==> config.mk <==
export PLATFORM = sky130hd
export DESIGN_NAME = key_based_mutex_node
export DESIGN_NICKNAME = d
export VERILOG_FILES = /design/src/hw/rtl/kmx_pkg.sv /design/src/hw/rtl/kmx_ctrl.sv /design/src/hw/rtl/kmx_datapath.sv /design/src/hw/rtl/key_based_mutex_node.sv
export VERILOG_INCLUDE_DIRS = /design/src /design/src/hw/rtl
export SDC_FILE = /design/constraint.sdc
export NUM_CORES = 1
export LEC_CHECK = 0
export ABC_AREA = 1
export BUFFER_PORTS_ARGS = -buffer_cell sky130_fd_sc_hd__buf_2
export CORE_UTILIZATION = 50
export CTS_BUF_LIST = sky130_fd_sc_hd__clkbuf_8
export DETAILED_ROUTE_END_ITERATION = 10
export PLACE_DENSITY = 0.75
export SYNTH_ARGS = -nofsm -noshare
export SYNTH_HDL_FRONTEND = slang
export SYNTH_HIERARCHICAL = 1
export SYNTH_SLANG_ARGS = --single-unit
==> constraint.sdc <==
create_clock -name clk_i -period 3 [get_ports clk_i]
set_input_delay 0.45 -clock clk_i [delete_from_list [all_inputs] [get_ports clk_i]]
set_output_delay 0.45 -clock clk_i [all_outputs]
set_load 0.01 [all_outputs]
==> src/hw/rtl/key_based_mutex_node_macros.svh <==
// Assertion macros shared by the mutual exclusion node RTL.
// Needs a clk_i clock and an active-low rst_ni reset in the including scope.
`ifndef KEY_BASED_MUTEX_NODE_MACROS_SVH
`define KEY_BASED_MUTEX_NODE_MACROS_SVH
`ifndef SYNTHESIS
`define KMX_ASSERT_IMP(lbl, ante, cons, msg) \
  lbl: assert property (@(posedge clk_i) disable iff (!rst_ni) (ante) |-> (cons)) \
    else $error(msg);
`define KMX_ASSERT_NXT(lbl, ante, cons, msg) \
  lbl: assert property (@(posedge clk_i) disable iff (!rst_ni) (ante) |=> (cons)) \
    else $error(msg);
`else
`define KMX_ASSERT_IMP(lbl, ante, cons, msg)
`define KMX_ASSERT_NXT(lbl, ante, cons, msg)
`endif
`endif

==> src/hw/rtl/kmx_pkg.sv <==
// Types and constants of the key-per-neighbor mutual exclusion node.
// Used by the controller, the datapath and the top level.
`timescale 1ns / 1ps

package kmx_pkg;

  localparam int unsigned FUNC_W    = 2;
  localparam int unsigned ID_W      = 4;
  localparam int unsigned TIME_W    = 16;
  localparam int unsigned MASK_W    = 16;
  localparam int unsigned NUM_IDS   = 16;
  localparam int unsigned CFG_IDX_W = 1;

  localparam logic [TIME_W-1:0] TIME_MAX = '1;

  typedef enum logic [FUNC_W-1:0] {
    FUNC_LOCAL = 2'd0,
    FUNC_REQ   = 2'd1,
    FUNC_KEY   = 2'd2
  } func_e;

  typedef enum logic [1:0] {
    KIND_REQ   = 2'd0,
    KIND_KEY   = 2'd1,
    KIND_ENTER = 2'd2
  } kind_e;

  localparam logic [CFG_IDX_W-1:0] REG_OWN_ID   = 1'b0;
  localparam logic [CFG_IDX_W-1:0] REG_NBR_MASK = 1'b1;

  // At most one step command per cycle from the controller; none while go is low.
  typedef struct packed {
    logic start;
    logic lscan;
    logic msg;
    logic rereq;
    logic enter;
    logic dscan;
    logic flush;
  } cmd_t;

  typedef struct packed {
    logic requesting;
    logic all_keys;
    logic sid_nbr;
    logic sid_key;
    logic wins;
    logic cnt_last;
    logic go;
    logic hold_v;
  } sts_t;

endpackage

==> src/hw/rtl/kmx_ctrl.sv <==
// Sequencer of the mutual exclusion node: walks one input beat through its steps.
// Depends on kmx_pkg for the command and status structs.
`timescale 1ns / 1ps

module kmx_ctrl (
  input  logic                            clk_i,
  input  logic                            rst_ni,
  input  logic                            in_valid_i,
  input  logic [kmx_pkg::FUNC_W-1:0]      in_func_i,
  output logic                            in_ready_o,
  input  kmx_pkg::sts_t                   sts_i,
  output kmx_pkg::cmd_t                   cmd_o
);
  import kmx_pkg::*;

  typedef enum logic [7:0] {
    S_IDLE  = 8'b0000_0001,
    S_LSCAN = 8'b0000_0010,
    S_MSG   = 8'b0000_0100,
    S_REREQ = 8'b0000_1000,
    S_TRY   = 8'b0001_0000,
    S_ENTER = 8'b0010_0000,
    S_DSCAN = 8'b0100_0000,
    S_FLUSH = 8'b1000_0000
  } state_e;

  state_e state_q, state_d;
  logic   func_local, func_msg;

  // The kind of a received message is remembered here for the step after MSG.
  logic   key_beat_q;

  assign func_local = (in_func_i == FUNC_LOCAL);
  assign func_msg   = (in_func_i == FUNC_REQ) || (in_func_i == FUNC_KEY);
  assign in_ready_o = (state_q == S_IDLE);

  always_comb begin
    state_d = state_q;
    cmd_o   = '0;
    case (state_q)
      S_IDLE: begin
        if (in_valid_i) begin
          cmd_o.start = 1'b1;
          if (func_local && !sts_i.requesting) begin
            state_d = S_LSCAN;
          end else if (func_msg) begin
            state_d = S_MSG;
          end else begin
            state_d = S_FLUSH;
          end
        end
      end
      S_LSCAN: begin
        if (sts_i.go) begin
          cmd_o.lscan = 1'b1;
          if (sts_i.cnt_last) begin
            state_d = S_TRY;
          end
        end
      end
      S_MSG: begin
        if (sts_i.go) begin
          cmd_o.msg = 1'b1;
          if (!sts_i.sid_nbr) begin
            state_d = S_FLUSH;
          end else if (key_beat_q) begin
            state_d = S_TRY;
          end else if (sts_i.requesting && sts_i.wins && sts_i.sid_key) begin
            state_d = S_REREQ;
          end else begin
            state_d = S_FLUSH;
          end
        end
      end
      S_REREQ: begin
        if (sts_i.go) begin
          cmd_o.rereq = 1'b1;
          state_d     = S_FLUSH;
        end
      end
      S_TRY: begin
        if (sts_i.requesting && sts_i.all_keys) begin
          state_d = S_ENTER;
        end else begin
          state_d = S_FLUSH;
        end
      end
      S_ENTER: begin
        if (sts_i.go) begin
          cmd_o.enter = 1'b1;
          state_d     = S_DSCAN;
        end
      end
      S_DSCAN: begin
        if (sts_i.go) begin
          cmd_o.dscan = 1'b1;
          if (sts_i.cnt_last) begin
            state_d = S_FLUSH;
          end
        end
      end
      S_FLUSH: begin
        if (sts_i.go) begin
          cmd_o.flush = 1'b1;
          state_d     = S_IDLE;
        end
      end
      default: begin
        state_d = S_IDLE;
      end
    endcase
  end

  always_ff @(posedge clk_i or negedge rst_ni) begin
    if (!rst_ni) begin
      state_q    <= S_IDLE;
      key_beat_q <= 1'b0;
    end else begin
      state_q <= state_d;
      if (cmd_o.start) begin
        key_beat_q <= (in_func_i == FUNC_KEY);
      end
    end
  end

endmodule

==> src/hw/rtl/kmx_datapath.sv <==
// Datapath of the mutual exclusion node: key and deferred bits, Lamport clock,
// neighbor scan counter, result holding stage and output register. Uses kmx_pkg.
`timescale 1ns / 1ps

module kmx_datapath #(
  parameter int unsigned MAX_NODES = 16
) (
  input  logic                            clk_i,
  input  logic                            rst_ni,
  input  logic                            cfg_we_i,
  input  logic [kmx_pkg::CFG_IDX_W-1:0]   cfg_idx_i,
  input  logic [kmx_pkg::MASK_W-1:0]      cfg_data_i,
  input  logic [kmx_pkg::FUNC_W-1:0]      in_func_i,
  input  logic [kmx_pkg::ID_W-1:0]        in_sid_i,
  input  logic [kmx_pkg::TIME_W-1:0]      in_time_i,
  input  kmx_pkg::cmd_t                   cmd_i,
  output kmx_pkg::sts_t                   sts_o,
  output logic                            out_valid_o,
  input  logic                            out_ready_i,
  output logic [1:0]                      out_kind_o,
  output logic [kmx_pkg::ID_W-1:0]        out_dest_o,
  output logic [kmx_pkg::TIME_W-1:0]      out_stamp_o,
  output logic                            out_last_o
);
  import kmx_pkg::*;

  localparam int unsigned CNT_W = (MAX_NODES > 1) ? $clog2(MAX_NODES) : 1;
  localparam logic [CNT_W-1:0] CNT_LAST = CNT_W'(MAX_NODES - 1);

  function automatic logic [MAX_NODES-1:0] keys_for(input logic [ID_W-1:0] own);
    logic [MAX_NODES-1:0] k;
    for (int j = 0; j < MAX_NODES; j++) begin
      k[j] = (int'(own) < j);
    end
    return k;
  endfunction

  logic [ID_W-1:0]      own_id_q;
  logic [MASK_W-1:0]    mask_q;
  logic [MAX_NODES-1:0] key_q, key_d, def_q, def_d, nbr, sid_oh;
  logic [TIME_W-1:0]    clock_q, clock_d, pend_q, pend_d, sat_inc;
  logic                 req_q, req_d, bump_q, bump_d;
  logic [CNT_W-1:0]     cnt_q, cnt_d;

  logic [FUNC_W-1:0]    func_q;
  logic [ID_W-1:0]      sid_q;
  logic [TIME_W-1:0]    ts_q;

  logic                 hold_v_q, hold_v_d;
  logic [1:0]           hold_kind_q, hold_kind_d;
  logic [ID_W-1:0]      hold_dest_q, hold_dest_d;
  logic [TIME_W-1:0]    hold_stamp_q, hold_stamp_d;

  logic                 out_v_q, out_v_d, out_last_q, out_last_d;
  logic [1:0]           out_kind_q, out_kind_d;
  logic [ID_W-1:0]      out_dest_q, out_dest_d;
  logic [TIME_W-1:0]    out_stamp_q, out_stamp_d;

  logic                 emit, out_free, go, wins;
  logic [1:0]           e_kind;
  logic [ID_W-1:0]      e_dest;

  // A node is never its own neighbor; ids beyond the 4-bit range never are.
  always_comb begin
    for (int j = 0; j < MAX_NODES; j++) begin
      nbr[j]    = 1'b0;
      sid_oh[j] = 1'b0;
      if (j < NUM_IDS) begin
        nbr[j]    = mask_q[ID_W'(j)] && (own_id_q != ID_W'(j));
        sid_oh[j] = (sid_q == ID_W'(j));
      end
    end
  end

  assign sat_inc  = (clock_q == TIME_MAX) ? clock_q : clock_q + TIME_W'(1);
  assign wins     = (ts_q < pend_q) || ((ts_q == pend_q) && (sid_q < own_id_q));
  assign out_free = !out_v_q || out_ready_i;
  assign go       = !hold_v_q || out_free;

  assign sts_o.requesting = req_q;
  assign sts_o.all_keys   = &(key_q | ~nbr);
  assign sts_o.sid_nbr    = |(nbr & sid_oh);
  assign sts_o.sid_key    = |(key_q & sid_oh);
  assign sts_o.wins       = wins;
  assign sts_o.cnt_last   = (cnt_q == CNT_LAST);
  assign sts_o.go         = go;
  assign sts_o.hold_v     = hold_v_q;

  always_comb begin
    key_d   = key_q;
    def_d   = def_q;
    clock_d = clock_q;
    pend_d  = pend_q;
    req_d   = req_q;
    bump_d  = bump_q;
    cnt_d   = cnt_q;
    emit    = 1'b0;
    e_kind  = KIND_REQ;
    e_dest  = '0;

    if (cmd_i.start) begin
      cnt_d = '0;
      if ((in_func_i == FUNC_REQ) || (in_func_i == FUNC_KEY)) begin
        clock_d = (sat_inc > in_time_i) ? sat_inc : in_time_i;
      end else if ((in_func_i == FUNC_LOCAL) && !req_q) begin
        req_d  = 1'b1;
        pend_d = clock_q;
        bump_d = 1'b1;
      end
    end

    if (cmd_i.lscan) begin
      if (nbr[cnt_q] && !key_q[cnt_q]) begin
        emit   = 1'b1;
        e_kind = KIND_REQ;
        e_dest = ID_W'(cnt_q);
      end
      cnt_d = cnt_q + CNT_W'(1);
    end

    if (cmd_i.msg && sts_o.sid_nbr) begin
      if (func_q == FUNC_REQ) begin
        if (sts_o.sid_key && (!req_q || wins)) begin
          key_d  = key_q & ~sid_oh;
          emit   = 1'b1;
          e_kind = KIND_KEY;
          e_dest = sid_q;
        end else if (req_q && !wins) begin
          def_d = def_q | sid_oh;
        end
      end else begin
        key_d = key_q | sid_oh;
      end
    end

    if (cmd_i.rereq) begin
      emit   = 1'b1;
      e_kind = KIND_REQ;
      e_dest = sid_q;
    end

    if (cmd_i.enter) begin
      emit   = 1'b1;
      e_kind = KIND_ENTER;
      req_d  = 1'b0;
      cnt_d  = '0;
    end

    // Leaving: every deferred bit is cleared, and each deferred neighbor gets its key if it is held.
    if (cmd_i.dscan) begin
      if (def_q[cnt_q]) begin
        def_d[cnt_q] = 1'b0;
        if (nbr[cnt_q] && key_q[cnt_q]) begin
          key_d[cnt_q] = 1'b0;
          emit         = 1'b1;
          e_kind       = KIND_KEY;
          e_dest       = ID_W'(cnt_q);
        end
      end
      cnt_d = cnt_q + CNT_W'(1);
    end

    if (cmd_i.flush && bump_q) begin
      clock_d = sat_inc;
      bump_d  = 1'b0;
    end

    if (cfg_we_i) begin
      key_d = keys_for((cfg_idx_i == REG_OWN_ID) ? cfg_data_i[ID_W-1:0] : own_id_q);
      def_d = '0;
    end
  end

  // The newest result waits in the holding stage until it is known whether
  // it closes the beat's results.
  always_comb begin
    hold_v_d     = hold_v_q;
    hold_kind_d  = hold_kind_q;
    hold_dest_d  = hold_dest_q;
    hold_stamp_d = hold_stamp_q;
    out_v_d      = out_v_q && !out_ready_i;
    out_kind_d   = out_kind_q;
    out_dest_d   = out_dest_q;
    out_stamp_d  = out_stamp_q;
    out_last_d   = out_last_q;

    if ((emit || cmd_i.flush) && hold_v_q) begin
      out_v_d     = 1'b1;
      out_kind_d  = hold_kind_q;
      out_dest_d  = hold_dest_q;
      out_stamp_d = hold_stamp_q;
      out_last_d  = cmd_i.flush;
      hold_v_d    = 1'b0;
    end

    if (emit) begin
      hold_v_d     = 1'b1;
      hold_kind_d  = e_kind;
      hold_dest_d  = e_dest;
      hold_stamp_d = clock_q;
    end
  end

  always_ff @(posedge clk_i or negedge rst_ni) begin
    if (!rst_ni) begin
      own_id_q <= '0;
      mask_q   <= '0;
      key_q    <= keys_for('0);
      def_q    <= '0;
      clock_q  <= '0;
      pend_q   <= '0;
      req_q    <= 1'b0;
      bump_q   <= 1'b0;
      cnt_q    <= '0;
      hold_v_q <= 1'b0;
      out_v_q  <= 1'b0;
    end else begin
      if (cfg_we_i && (cfg_idx_i == REG_OWN_ID)) begin
        own_id_q <= cfg_data_i[ID_W-1:0];
      end
      if (cfg_we_i && (cfg_idx_i == REG_NBR_MASK)) begin
        mask_q <= cfg_data_i;
      end
      key_q    <= key_d;
      def_q    <= def_d;
      clock_q  <= clock_d;
      pend_q   <= pend_d;
      req_q    <= req_d;
      bump_q   <= bump_d;
      cnt_q    <= cnt_d;
      hold_v_q <= hold_v_d;
      out_v_q  <= out_v_d;
    end
  end

  always_ff @(posedge clk_i) begin
    if (cmd_i.start) begin
      func_q <= in_func_i;
      sid_q  <= in_sid_i;
      ts_q   <= in_time_i;
    end
    hold_kind_q  <= hold_kind_d;
    hold_dest_q  <= hold_dest_d;
    hold_stamp_q <= hold_stamp_d;
    out_kind_q   <= out_kind_d;
    out_dest_q   <= out_dest_d;
    out_stamp_q  <= out_stamp_d;
    out_last_q   <= out_last_d;
  end

  assign out_valid_o = out_v_q;
  assign out_kind_o  = out_kind_q;
  assign out_dest_o  = out_dest_q;
  assign out_stamp_o = out_stamp_q;
  assign out_last_o  = out_last_q;

endmodule

==> src/hw/rtl/key_based_mutex_node.sv <==
// One node of key-per-neighbor mutual exclusion with a saturating Lamport clock.
// A received request takes the MSG step and maybe a REREQ step; a local request or a received key
// may run the datapath's scans, one neighbor a cycle unless the output stalls.
// One beat is in work at a time; a stalled output holds the scan back.
// Reset is asynchronous; keys come up held toward every higher id, nothing else pending.
`timescale 1ns / 1ps

`include "key_based_mutex_node_macros.svh"

module key_based_mutex_node #(
  parameter int unsigned MAX_NODES = 16
) (
  input  logic                             clk_i,
  input  logic                             rst_ni,
  input  logic                             cfg_we_i,
  input  logic [kmx_pkg::CFG_IDX_W-1:0]    cfg_idx_i,
  input  logic [kmx_pkg::MASK_W-1:0]       cfg_data_i,
  input  logic                             s_axis_tvalid,
  output logic                             s_axis_tready,
  input  logic [23:0]                      s_axis_tdata,  // sender_id[3:0], sender_time[19:4]
  input  logic [1:0]                       s_axis_tuser,  // func[1:0]
  output logic                             m_axis_tvalid,
  input  logic                             m_axis_tready,
  output logic [23:0]                      m_axis_tdata,  // dest_id[3:0], stamp[19:4]
  output logic [1:0]                       m_axis_tuser,  // kind[1:0]
  output logic                             m_axis_tlast
);
  import kmx_pkg::*;

  cmd_t              cmd;
  sts_t              sts;
  logic [ID_W-1:0]   out_dest;
  logic [TIME_W-1:0] out_stamp;
  logic              in_local;

  kmx_ctrl u_ctrl (
    .clk_i      (clk_i),
    .rst_ni     (rst_ni),
    .in_valid_i (s_axis_tvalid),
    .in_func_i  (s_axis_tuser),
    .in_ready_o (s_axis_tready),
    .sts_i      (sts),
    .cmd_o      (cmd)
  );

  kmx_datapath #(
    .MAX_NODES (MAX_NODES)
  ) u_datapath (
    .clk_i       (clk_i),
    .rst_ni      (rst_ni),
    .cfg_we_i    (cfg_we_i),
    .cfg_idx_i   (cfg_idx_i),
    .cfg_data_i  (cfg_data_i),
    .in_func_i   (s_axis_tuser),
    .in_sid_i    (s_axis_tdata[3:0]),
    .in_time_i   (s_axis_tdata[19:4]),
    .cmd_i       (cmd),
    .sts_o       (sts),
    .out_valid_o (m_axis_tvalid),
    .out_ready_i (m_axis_tready),
    .out_kind_o  (m_axis_tuser),
    .out_dest_o  (out_dest),
    .out_stamp_o (out_stamp),
    .out_last_o  (m_axis_tlast)
  );

  assign m_axis_tdata = {4'b0000, out_stamp, out_dest};
  assign in_local     = s_axis_tvalid && s_axis_tready && (s_axis_tuser == FUNC_LOCAL);

  `KMX_ASSERT_IMP(a_idle_hold_empty, s_axis_tready, !sts.hold_v, "result left behind at idle")
  `KMX_ASSERT_NXT(a_local_sets_req, in_local, sts.requesting, "local request not recorded")
  `KMX_ASSERT_IMP(a_enter_has_keys, cmd.enter, sts.all_keys && sts.requesting, "entered without all keys")
  `KMX_ASSERT_IMP(a_one_step, 1'b1, $onehot0(cmd), "more than one step command")

endmodule

==> reports/results.txt <==
The logs give 7359 for the number of global-route vias before repair and 0 for the final number of max-transition violations. The flow ran to the end, but the final reports show violations. For the total congestion overflow, the log shows 0.

The floorplan step defined a die boundary enclosing 0.0187 sq mm. Antenna diode instance count: 0. The final reports fail on negative setup slack. The total internal power is 4.59 mW, and the transition time of the tightest slew-check pin is 0.642 ns. The tree is rooted in a sky130_fd_sc_hd__clkbuf_8. The power per unit of standard cell area is 736 mW/mm^2, and the total number of vias is 7747.

Net switching is 40.7% of the power. The clock power share is 20.3%, and the count of input and output buffers is 60. Counting the buffers created by CTS gives 17.

After layout, the worst path uses 101% of the clock period. The number of buffers inserted by hold repair at cts came out at 0. The overall global routing resource usage was 25.7%; the via count normalized by instance count was 5.32. The worst path in the final design needs a cycle of 3.03 ns, including I/O delays and setup. The violation count after the first detailed-route iteration is 609, and the net count reported at finish is 1309. Cells fill 60.0% of the core in the end. For the worst setup path, the data arrival time is 3.39 ns. The first detailed-routing pass ran for 5 iterations. The cell area that synthesis handed to floorplanning was 0.00908 sq mm.

The mean cell area of the mapped netlist came out at 8.14 sq um. The worst-case IR drop observed on VDD is 0.000513 V. For this design the static power due to leakage is 5.06 nW.

For this run, the top clock speed supported by timing is 330 MHz. The worst reg2reg path endpoint was u_datapath/clock_q[13]. Final hold analysis gives a worst-case slack of 0.00190 ns. Setup violations remaining at the end of the flow were counted as 10. CTS sink count: 160.

The endpoint kind of the worst setup timing path was a flip-flop. The number of fill cells in the layout is 1549, and the fraction of final layout cells sized beyond drive strength 1 is 20.7%. For this run, design rule violations remaining after detail routing come to 0.

The core region is 0.0175 sq mm. Synthesis produced 1115 cells. The share of total power in sequential cells is 40.2%, and the total power consumption of the routed design is 7.74 mW.

From synthesis to final layout, the design area changed by 15.9%. The tools report the number of placed instances, taps included as 1416. The placed wire-length estimate after detailed placement came out at 16.8 mm.

STA classifies the critical path startpoint as a flip-flop. The finished layout holds 1456 standard cells, fillers aside. In this run the core area contains 48 standard-cell rows. Yosys printed 6 warnings.

TritonCTS built the clock tree. The tools report the clock latency on the worst-skew pair as 0.47 ns. Across all register-to-register paths, the minimum setup slack is -0.03 ns. In this run the worst path has a maximum fanout of 8.

Setup repair after global routing could not meet its margin everywhere. For this block, the routed nets add up to 22.5 mm of wire. The hold violation count in the final report is 0. The min-delay analysis places its worst path in the category in2async. Normalized max-slew margin: 56.8%. Across the routed clock network, the largest skew measured is 0.0174 ns. Max-cap violations in this run came to 0. Summed over all nets, the switching power comes to 3.15 mW. The initial core utilization is 51.8%, and the depth of the most critical reg-to-reg path is 20. The number of antenna violations at the first check in global routing came out at 0.

Start-to-end type of the worst setup path: reg2reg. In this run the vertical extent of the chip is 137 um. The die outline width was 137 um.

The congestion estimate from routability-driven global placement came to 0.911. The H-tree was split into 4 levels. The clock transition at the register clock pins on the worst setup and hold paths after CTS is 0.10 ns.

First-pass GRT wire length: 36.6 mm. Pin placement for this block handled 77 I/O pins. Entering global routing, the biggest net connects 94 pins.

After detailed routing, the average wire length per cell comes to 15.5 um. The run gives 0 as the post-route antenna net violation count. Data on the critical path is required at its endpoint by 3.35 ns. The tools report the final worst slack as -0.0320 ns. The critical register-to-register path startpoint is u_datapath/clock_q[0]. The clock passes through at most 2 buffers.

The share of total power dissipated in combinational logic is 39.6%.
-- how the worst max path moves through the flow --
stage,start,endpoint,cells past startpoint
detailed placement,u_datapath/clock_q[0],u_datapath/clock_q[9],20
finish,u_datapath/clock_q[0],u_datapath/clock_q[13],20
CTS,u_datapath/clock_q[1],u_datapath/clock_q[9],20
floorplan,u_datapath/clock_q[0],u_datapath/clock_q[10],21
global placement,u_datapath/clock_q[0],u_datapath/clock_q[8],19
global route,u_datapath/clock_q[0],u_datapath/clock_q[8],20
-- cell usage in the layout, fill, tap and decap left out, types with 6 or more instances in the layout --
| master | count |
|---|---|
| sky130_fd_sc_hd__o21ai_0 | 50 |
| sky130_fd_sc_hd__nand3_2 | 12 |
| sky130_fd_sc_hd__nand3_1 | 109 |
| sky130_fd_sc_hd__inv_1 | 157 |
| sky130_fd_sc_hd__buf_4 | 43 |
| sky130_fd_sc_hd__buf_2 | 59 |
| sky130_fd_sc_hd__nor3_1 | 7 |
| sky130_fd_sc_hd__dfrtp_1 | 75 |
| sky130_fd_sc_hd__nor2_1 | 79 |
| sky130_fd_sc_hd__nor2_4 | 6 |
| sky130_fd_sc_hd__clkbuf_8 | 17 |
| sky130_fd_sc_hd__inv_2 | 12 |
| sky130_fd_sc_hd__nand2_1 | 307 |
| sky130_fd_sc_hd__a21oi_1 | 23 |
| sky130_fd_sc_hd__nor2_2 | 21 |
| sky130_fd_sc_hd__edfxtp_1 | 67 |
| sky130_fd_sc_hd__nand2_2 | 16 |
| sky130_fd_sc_hd__ha_1 | 40 |
| sky130_fd_sc_hd__dfstp_2 | 16 |
| sky130_fd_sc_hd__nand4_1 | 7 |
| sky130_fd_sc_hd__o211ai_1 | 7 |
| sky130_fd_sc_hd__o21ai_1 | 7 |
-- state kept, by name, indices dropped and copies added, names as in the netlist, 2 cells and up --
name                     cells
u_datapath/clock_q          16
u_datapath/def_q            16
u_datapath/hold_stamp_q     16
u_datapath/key_q            16
u_datapath/out_stamp_o      16
u_datapath/pend_q           16
u_datapath/ts_q             16
u_ctrl/state_q               8
u_datapath/mask_q            8
u_datapath/cnt_q             4
u_datapath/hold_dest_q       4
u_datapath/out_dest_o        4
u_datapath/own_id_q          4
u_datapath/sid_q             4
u_datapath/func_q            2
u_datapath/hold_kind_q       2
u_datapath/out_kind_o        2
-- routing by layer --
layer | share of wire, % | track usage (%) | vias to the layer above | routed length, um
met5 | 0 | 0 | - | 0
met4 | 2.7 | 10.3 | 0 | 608
met3 | 6.1 | 4.89 | 41 | 1380
met2 | 50 | 43.5 | 269 | 11200
met1 | 41 | 32.3 | 3614 | 9320
li1 | - | - | 3823 | -
-- timing repair --
action / in CTS / in global routing
pin swaps: 11 / 12
cloned: 0 / 1
setup buffers: 4 / 3
setup endpoints to repair: 16 / 16
resized for setup: 21 / 34
endpoints found under the hold margin: 0 / 0
-- per-stage QoR --
step	TNS [ns]	area, sq um	setup WS, ns
finish	-0.120	10500	-0.0320
global route	-3.26	10500	-0.245
detailed placement	-1.20	9850	-0.104
CTS	-0.0336	10400	-0.0145
global placement	-0.494	9850	-0.0565
floorplan	0	9090	0.0147
-- area by class of cell --
cell class / count / area [sq um] / area share, %
clock inverters: 15 / 153 / 1.45
flip-flops and latches: 160 / 4360 / 41.4
clock buffers: 17 / 234 / 2.22
repair buffers: 107 / 692 / 6.57
multi-input cells: 764 / 4170 / 39.6
well taps: 225 / 282 / 2.68
inverters: 168 / 631 / 5.99
-- worst max-delay path: stages, from the launching register on --
cell and delay, ns:
sky130_fd_sc_hd__dfrtp_1 0.37, sky130_fd_sc_hd__ha_2 0.22, sky130_fd_sc_hd__nand3_4 0.10, sky130_fd_sc_hd__nor3_4 0.21, sky130_fd_sc_hd__nand2_2 0.09, sky130_fd_sc_hd__nor2_2 0.10
sky130_fd_sc_hd__nand2_2 0.09, sky130_fd_sc_hd__nor2_2 0.11, sky130_fd_sc_hd__nor2_1 0.06, sky130_fd_sc_hd__xor2_1 0.22, sky130_fd_sc_hd__inv_1 0.12, sky130_fd_sc_hd__ha_4 0.23
sky130_fd_sc_hd__a21oi_2 0.11, sky130_fd_sc_hd__o21ai_1 0.07, sky130_fd_sc_hd__nand4_1 0.09, sky130_fd_sc_hd__nand3_2 0.10, sky130_fd_sc_hd__o21ai_4 0.22, sky130_fd_sc_hd__buf_6 0.17
sky130_fd_sc_hd__nand3_1 0.07, sky130_fd_sc_hd__nand3_1 0.11, sky130_fd_sc_hd__nand2_1 0.07
-- power groups by stage --
stage               combinational (mW)  clock (mW)  sequential, mW
floorplan                         1.95           0            3.06
global placement                  2.70           0            3.11
detailed placement                2.79           0            3.13
CTS                               2.89        1.60            3.10
global route                      3.48        1.68            3.15
finish                            3.07        1.57            3.11
No activity file was read; power rests on OpenSTA's default activity.
